File: src/sv/tkds_pkg.sv
// Package for the top-K distinct selector: sizes, cell opcodes, control types.
// Standalone; used by tkds_cell and top_k_distinct_selector_core.
`default_nettype none

package tkds_pkg;

    localparam int MAX_K    = 64;
    localparam int CNT_W    = $clog2(MAX_K + 1);
    localparam int IDX_W    = (MAX_K > 1) ? $clog2(MAX_K) : 1;
    localparam int DATA_W   = 32;
    localparam logic [CNT_W-1:0] KEEP_RESET = CNT_W'(10);

    typedef enum logic [1:0] {
        CELL_HOLD,
        CELL_CMP,
        CELL_INS,
        CELL_SHL
    } cell_op_t;

    typedef struct packed {
        cell_op_t op;
        logic     occupied;
    } cell_ctrl_t;

    typedef enum logic [1:0] {
        ST_IDLE,
        ST_APPLY,
        ST_REPORT
    } state_t;

endpackage

`default_nettype wire

File: src/sv/tkds_cell.sv
// One cell of the sorted chain: holds one value, compares it with a probe,
// and takes its left or right neighbor's value on insert or report shift.
// Depends on tkds_pkg.
`default_nettype none

module tkds_cell
    import tkds_pkg::*;
(
    input  wire logic                     clk,
    input  wire logic                     rst_n,
    input  wire cell_ctrl_t               ctrl,
    input  wire logic signed [DATA_W-1:0] probe,
    input  wire logic                     left_gt,
    input  wire logic signed [DATA_W-1:0] left_value,
    input  wire logic signed [DATA_W-1:0] right_value,
    output logic signed [DATA_W-1:0]      value,
    output logic                          gt,
    output logic                          eq
);

    logic signed [DATA_W-1:0] value_reg;
    logic signed [DATA_W-1:0] value_next;
    logic                     gt_reg;
    logic                     gt_next;
    logic                     eq_reg;
    logic                     eq_next;

    always_comb
    begin
        value_next = value_reg;
        gt_next    = gt_reg;
        eq_next    = eq_reg;
        case (ctrl.op)
            CELL_CMP:
            begin
                gt_next = ctrl.occupied && (value_reg > probe);
                eq_next = ctrl.occupied && (value_reg == probe);
            end
            CELL_INS:
            begin
                // larger cells stay, first non-larger takes the probe, rest shift right
                if (!gt_reg)
                begin
                    value_next = left_gt ? probe : left_value;
                end
            end
            CELL_SHL:
            begin
                value_next = right_value;
            end
            default:
            begin
                value_next = value_reg;
            end
        endcase
    end

    always_ff @(posedge clk or negedge rst_n)
    begin
        if (!rst_n)
        begin
            gt_reg <= 1'b0;
            eq_reg <= 1'b0;
        end
        else
        begin
            gt_reg <= gt_next;
            eq_reg <= eq_next;
        end
    end

    always_ff @(posedge clk)
    begin
        value_reg <= value_next;
    end

    assign value = value_reg;
    assign gt    = gt_reg;
    assign eq    = eq_reg;

endmodule

`default_nettype wire

File: config.mk
export PLATFORM = sky130hd
export DESIGN_NAME = tkds_cell
export DESIGN_NICKNAME = d
export VERILOG_FILES = /design/src/sv/tkds_pkg.sv /design/src/sv/tkds_cell.sv
export SDC_FILE = /design/constraint.sdc
export NUM_CORES = 1
export LEC_CHECK = 0
export BUFFER_PORTS_ARGS = -buffer_cell sky130_fd_sc_hd__buf_2
export CORE_MARGIN = 2
export CORE_UTILIZATION = 35
export CTS_CLUSTER_SIZE = 14
export DETAILED_ROUTE_END_ITERATION = 7
export HOLD_SLACK_MARGIN = 0.12
export PLACE_DENSITY = 0.72
export SETUP_SLACK_MARGIN = 0.4
export SYNTH_ARGS = -nofsm -noshare
export SYNTH_HDL_FRONTEND = slang
export SYNTH_SLANG_ARGS = --single-unit
File: constraint.sdc
create_clock -name clk -period 4 [get_ports clk]
set_input_delay 0.2 -clock clk [delete_from_list [all_inputs] [get_ports clk]]
set_output_delay 0.2 -clock clk [all_outputs]
set_load 0.02 [all_outputs]
==> results.md <==
- I/O Pins: 136
- Syn_area_per_cell: 9.64 µm²
- Worst slew pin tran: 1.12 ns
- Clock Latency Late Sink: 0.28 ns
- GRT overflow: 0
- WL per Instance: 13.3 µm
- Register area: 1010 µm²
- Ys async rst share: 5.88%
- CP max FO: 3
- Setup ws final: 2.08 ns
- Fillers: 710
- Hold_ws: 0.184 ns
- RSZ-0062 raised after global routing: no
- Die width: 90.1 µm
- Synth Flop Type: edfxtp_1
- R2r startpoint: value[14]$_DFFE_PP_
- Vias after detailed routing: 2,425
- Worst reg2reg path depth: 7
- Mapped cell area: 2590 µm²
- Resize count post-CTS: 0
- Mux contribution to synthesized area: 12.3%
- Crit path from: value[14]$_DFFE_PP_
- CTS Root Buffer Type: clkbuf_8
- CP Data Required Time: 4.17 ns
- Clk sinks: 34
- Setup TNS: 0 ns
- Fmax achieved: 520 MHz
- Internal Pwr Total: 0.690 mW
- CTS tree: built
- Row count: 31
- H-tree depth: 2
- Area grow syn2layout: 33.1%
- Global-route wire length before repair: 10,800 µm
- Top-count cell post-synth: nand2_1
- Pwr Density: 295 nW/µm²
- Post-synth EDFFs: 32
- Hold Crit Class: in2reg
- Initial antenna violation count: 0
- Synth Area in Adders: 15.4%
- Routed Antenna Nets: 0
- RePlAce Congestion: 0.851
- Largest family of logic cells by synthesized area: adder cells
- GRT Util Overall: 16.3%
- Residual DRC count: 0
- Clock share of power: 24.0%
- Clk buf depth: 2
- Synth Area in Compound Gates: 12.8%
- Startpoint types: register
- VDD IR max: 0.000107 V
- CTS buffer count: 5
- Post-synth cell types: 31
- Max FFs per register: 32
- Core box area: 7210 µm²
- Crit path capture: gt$_DFFE_PN0N_
- Setup violators final: 0
- Synthesis-stage register bit count: 34
- Final #Nets: 535
- Net Sw Frac: 32.3%
- Most common library cells after synthesis: nand2_1 (41), o21ai_0 (37), inv_1 (34)
- Total die area: 8120 µm²
- Drt total wl: 6650 µm
- Area leader, netlist: edfxtp_1
- Logic pwr share: 31.1%
- Number of global-route vias before repair: 2,469
- Min Tclk post-route: 1.92 ns
- Worst path slowest cell: edfxtp_1
- Worst R2R Setup Slack: 2.08 ns
- Antenna diode count: 0
- Max Slew Vio Count: 0
- Initial core utilization: 36.0%
- Port Buf Inserts: 135
- Endpoint type of the worst setup path: register
- Footprint of the multi-input gates: 1420 µm²
- Hpwl dp: 5370 µm
- Largest net degree at the start of global routing: 65
- DR iter-0 viols: 36
- Synth Area in Simple Gates: 13.8%
- Net Count, Synth: 403
- Vias/cell: 4.84
- Period utilization: 48.1%
- Sequential area share after synthesis: 39.0%
- Register share of total power: 45.0%
- NetSw: 0.329 mW
- Max_slew headroom: 25.0%
- Leakage: 1.78 nW
- Synth top area cells: edfxtp_1 (37%), ha_1 (15%), mux2i_1 (12%), o21ai_0 (7.1%), nand2_1 (5.9%)
- Reg2reg end: gt$_DFFE_PN0N_
- Post-synth top area share: 37.0%
- CP Cell Sequence: ha_1, nand4_2, nor4_4, a31oi_1, and2_4, a22oi_2, nand3_1
- Synth Area in XOR/XNOR: 0%
- DRT Pass-1 Iters: 4
- Clock Pin Slew Worst Setup and Hold Paths: 0.07 ns
- Setup CP Type: reg2reg
- Number of synthesis warnings: 0
- Final Hold Viols: 0
- Setup bufs post-CTS: 0
- Worst slack, placed: 2.05 ns
- Syn Inst Count: 269
- Layout Skew: 0.00324 ns
- Layout cells sized above 1: 38.1%
- Die Span Y: 90.1 µm
- Max Cap Violations: 0
- Status: finished clean
- CP Data Arrival Time: 2.09 ns
- Largest stage delay, worst path: 0.40 ns
worst max-delay path: cells and delay by family (launching register included):
family                   cells  cell delay (ns)
adder cells (fa/ha/maj)      1             0.34
AO/OA/AOI/OAI                2             0.27
flip-flops                   1             0.40
AND/OR/NAND/NOR              4             0.80
final cells by class:
cell class | count | area share [%]
clock buffers | 6 | 2.10
clock inverters | 2 | 0.254
inverters | 34 | 3.70
multi-input cells | 190 | 41.2
flip-flops and latches | 34 | 29.3
well taps | 99 | 3.59
repair buffers | 136 | 19.9
power by group through the flow:
stage | logic, mW | registers [mW] | clock network, mW
floorplan | 0.150 | 0.507 | 0
global placement | 0.311 | 0.462 | 0
detailed placement | 0.320 | 0.467 | 0
CTS | 0.322 | 0.459 | 0.253
global route | 0.357 | 0.463 | 0.266
finish | 0.316 | 0.458 | 0.244
worst min path at each step:
stage                          from                  end  slack [ns]  depth (start not counted)
finish               right_value[1]   value[1]$_DFFE_PP_        0.18                          3
global route        right_value[20]  value[20]$_DFFE_PP_        0.19                          3
floorplan                     rst_n       eq$_DFFE_PN0N_        -0.1                          0
CTS                  right_value[1]   value[1]$_DFFE_PP_        0.18                          3
global placement              rst_n       gt$_DFFE_PN0N_       -0.01                          1
detailed placement            rst_n       eq$_DFFE_PN0N_       -0.01                          1
cell usage in the layout, fill, tap and decap left out, drive strengths merged, types with 2 or more instances in the layout:
master,instances
dfrtp,2
inv,34
nor2,4
nand3,5
mux2i,32
nand2,41
clkbuf,6
a22oi,2
o21ai,37
ha,32
a21oi,14
edfxtp,32
nor4,2
buf,135
nand4,7
and2,2
clkinv,2
cells by family after synthesis:
logic type	after synthesis
AOI/OAI and AO/OA	60
and+or+nand+nor	66
muxes	32
buffers and inverters	45
DFF	34
adders and majority gates	32
metal layers:
metal	global-route usage, %	wire length [µm]
met1	18.3	2730
met4	5.90	141
met5	0	0
met3	3.35	379
met2	30.3	3390
metrics by stage:
step                utilization, %  power (mW)  cells  area, µm²
CTS                           47.8        1.03    501       3450
finish                        47.8        1.02    501       3450
detailed placement            46.6       0.786    492       3360
global placement              46.6       0.774    492       3360
global route                  47.8        1.09    501       3450
floorplan                        -       0.657    269       2590
timing repair:
action / 4_1_cts / 5_1_grt
endpoints found under the hold margin: 2 / 0
hold buffers: 1 / 0
setup endpoints to repair: 0 / 0
Note: power is estimated with default switching activity, not from simulation.
